`src/hdl/pnf_ram.sv`:
```
// ----------------------------------------------------------------------------
// pnf_ram
// Generic single-write, single-read RAM with a registered read port.
// ----------------------------------------------------------------------------
`default_nettype none

module pnf_ram #(
  parameter int unsigned Width = 8,
  parameter int unsigned Depth = 256,
  localparam int unsigned AddrW = $clog2(Depth)
) (
  input  wire logic             clk_i,
  input  wire logic             we_i,
  input  wire logic [AddrW-1:0] waddr_i,
  input  wire logic [Width-1:0] wdata_i,
  input  wire logic [AddrW-1:0] raddr_i,
  output logic      [Width-1:0] rdata_o
);

  logic [Width-1:0] mem [Depth];

  always_ff @(posedge clk_i) begin
    if (we_i) begin
      mem[waddr_i] <= wdata_i;
    end
    rdata_o <= mem[raddr_i];
  end

endmodule

`default_nettype wire

```
`config.mk`:
```
export PLATFORM = sky130hd
export DESIGN_NAME = pnf_ram
export DESIGN_NICKNAME = d
export VERILOG_FILES = /design/src/hdl/pnf_ram.sv
export SDC_FILE = /design/constraint.sdc
export NUM_CORES = 2
export LEC_CHECK = 0
export ABC_AREA = 0
export BUFFER_PORTS_ARGS = -buffer_cell sky130_fd_sc_hd__buf_4
export CAP_MARGIN = 25
export CORE_MARGIN = 4
export CORE_UTILIZATION = 56
export CTS_CLUSTER_DIAMETER = 200
export CTS_CLUSTER_SIZE = 28
export DETAILED_ROUTE_END_ITERATION = 10
export PLACE_DENSITY_LB_ADDON = 0.15
export SLEW_MARGIN = 10
export SYNTH_ARGS = -nofsm -noshare
export SYNTH_HDL_FRONTEND = slang
export SYNTH_SLANG_ARGS = --single-unit
```
`constraint.sdc`:
```
create_clock -name clk_i -period 2.8 [get_ports clk_i]
set_input_delay 0.42 -clock clk_i [delete_from_list [all_inputs] [get_ports clk_i]]
set_output_delay 0.42 -clock clk_i [all_outputs]
set_load 0.01 [all_outputs]
```
==> results.yml <==
status:
  status: "finished clean"
routing:
  ant_nets: 0
  wl_um: 195000
  via_per_inst: 6.46
  drt-initial-drc-count: 5363
  route.vias.total: 39683
  dr.pass1.iters: 5
  route.detailed.drc: 0
  wire_per_inst_um: 31.7
setup_path:
  required_ns: 3.40
  path_class: "flip-flop to flip-flop"
  crit_arrival_ns: 3.32
  critPathMaxFanout: 1
  r2r-start: "mem[128][1]"
  rrSetupSlack_ns: 0.08
  r2r_end: "rdata_o[1]"
  critPathLaunchType: "flip-flop"
  r2r_cells: 6
  crit_path_end_kind: "flip-flop"
synthesis:
  synth_warnings: 0
  yosysMostFrequentCell: "edfxtp_1"
  yosysTopAreaCellShare_pct: 77.3
  synth_compound_area_share_pct: 3.42
  synth_xor_area_share_pct: 0
  ys.flop_type: "edfxtp_1"
  ys_ff_latch: 2056
  yosysTopAreaCell: "edfxtp_1"
  yosysSeqAreaShare_pct: 77.5
  netlist_top_cells_area: "edfxtp_1 77%, mux4_2 13%, mux2i_1 1.7%"
  avgSynthCellArea_um2: 21.3
  syn-instance-count: 3733
  synth_area_um2: 79600
  synth_commonest_cells: "2048 x edfxtp_1, 454 x mux4_2, 282 x nor2_1"
  synthSimpleGateAreaFrac_pct: 2.63
  synth_top_family_by_area: "multiplexers"
  ys_async_sr_fraction_pct: 0
  yosysUniqueCellTypes: 55
  synth.mux.area_fraction_pct: 14.6
  synth-edff-count: 2048
  syn_nets: 3759
  synthAdderAreaFrac_pct: 0
clock_tree:
  htreeDepth: 3
  numCtsBuffers: 83
  clk_pin_slew_ns: 0.11
  cts_resized: 0
  root_buffer: "clkbuf_16"
  cts_sinks: 2056
  hold_buffers: 0
  cts_tree: "built"
  clk_path_buf_depth: 3
  cts_setup_buffers: 0
  clk_latency_ns: 0.74
sta:
  finalMaxSlewViolations: 0
  period_share_pct: 97.2
  setup_violations: 0
  relSlewSlack_pct: 30.0
  rsz0062_at_grt: "no"
  timing.final.crit_period_ns: 2.72
  max_freq_mhz: 367
  skew_ns: 0.0399
  tightestPinTransition_ns: 1.04
  finalHoldViolations: 0
  hold_ws_ns: 0.129
  finalSetupTns_ns: 0
placement:
  gp_congestion: 0.862
  io_buffers: 33
  hpwl_um: 128000
global_routing:
  grt_max_degree: 99
  grt_pass1_wl_um: 284000
  first_global_vias: 39665
  overflow: 0
  antenna_found_initial: 13
  grt_usage_pct: 26.7
die:
  coreArea_um2: 141000
  io_pins: 34
  dieArea_um2: 148000
  rows: 138
  die-width_um: 385
  start_util_pct: 56.3
  die_h_um: 385
hold_path:
  hold_end: "mem[76][0]"
  worstHoldPathCells: 1
  hold_class: "input pin to flip-flop"
  hp-start: "wdata_i[0]"
layout:
  n_fill_cell: 9582
  drive_above_1_share_pct: 28.3
  synthToLayoutAreaGrowth_pct: 11.4
  multi_input_area_um2: 16500
  regArea_um2: 61700
  final_net_count: 4247
pwr:
  powerDensity_nw_per_um2: 585
  leakage_uw: 0.0280
  ir_drop_uv: 499
flow_run:
  drv_cap: 0
cells in the final DEF (no fill, tap or decap), types with 3 or more instances in the layout:
cell,count
mux2i_1,134
nor2b_4,3
and2_1,6
mux4_2,454
a22o_1,8
nor2_1,279
clkbuf_1,18
buf_4,547
a221oi_1,13
o21ai_0,10
a211oi_1,16
nand2_1,33
o211ai_1,10
edfxtp_1,2048
buf_8,9
nor3_1,22
dfxtp_1,8
clkbuf_16,85
a22oi_1,133
inv_6,4
nand2b_1,8
buf_12,79
o32ai_1,4
diode_2,6
nor4_2,3
o22ai_1,28
nand4_1,10
nor4_1,24
a21oi_1,96
nor2b_1,28
or2_2,4
nor2_4,3
o221ai_1,46
nand3_1,34
o22a_1,5
worst max-delay path by stage:
| stage | from | to |
|---|---|---|
| after floorplan | raddr_i[0] | rdata_o[2] |
| after global placement | raddr_i[0] | rdata_o[1] |
| after detailed placement | raddr_i[0] | rdata_o[1] |
| after CTS | mem[128][1] | rdata_o[1] |
| after global routing | raddr_i[0] | rdata_o[0] |
| final | mem[128][1] | rdata_o[1] |
layer usage:
layer  track usage (%)  part of all wire [%]  up-vias
li1                  -                     -    16516
met1              39.2                    40    21094
met2              42.6                    49     1804
met3              4.79                   8.9      255
met4              6.31                   2.6       14
met5                 0                 0.051        -
registers in the layout (all words and copies together), names as in the netlist:
register	cells
mem	2048
rdata_o	8
area by class of cell:
cell class	count	share of cell area, %
Clock buffer	103	2.48
Multi-Input combinational cell	1442	18.6
Timing Repair Buffer	636	6.58
Sequential cell	2056	69.6
Clock inverter	6	0.0805
Antenna cell	6	0.0169
Inverter	2	0.00847
Tap cell	1890	2.67
stage by stage:
step	worst slack (ns)	std cells	power [uW]	util (%)	instance area [um^2]
finish	0.0784	6141	51900	62.7	88600
detailed placement	-0.681	6026	38100	61.1	86400
global placement	-0.645	6026	38100	61.1	86400
floorplan	0.442	3733	36300	-	79600
CTS	0.0954	6135	52200	62.7	88600
global route	0.0945	6136	53400	62.7	88600
critical path, stage by stage (launching register included):
cell       delay (ns)
edfxtp_1         0.40
mux4_1           0.58
mux4_2           0.50
nor2_1           0.10
a2111oi_1        0.06
nor3_1           0.81
nor4_1           0.12
logic make-up after synthesis:
| kind of cell | Yosys count |
|---|---|
| AO/OA/AOI/OAI | 385 |
| multiplexers | 591 |
| buffers and inverters | 235 |
| AND/OR/NAND/NOR | 466 |
| flip-flops | 2056 |
power breakdown:
part / total, uW / leakage [uW] / internal, uW / switching, uW
clock: 14500 / 0.00110 / 5630 / 8850
combinational: 3450 / 0.00840 / 1390 / 2070
sequential: 33900 / 0.0185 / 33900 / 55.6
Note: power is estimated with default switching activity, not from simulation.
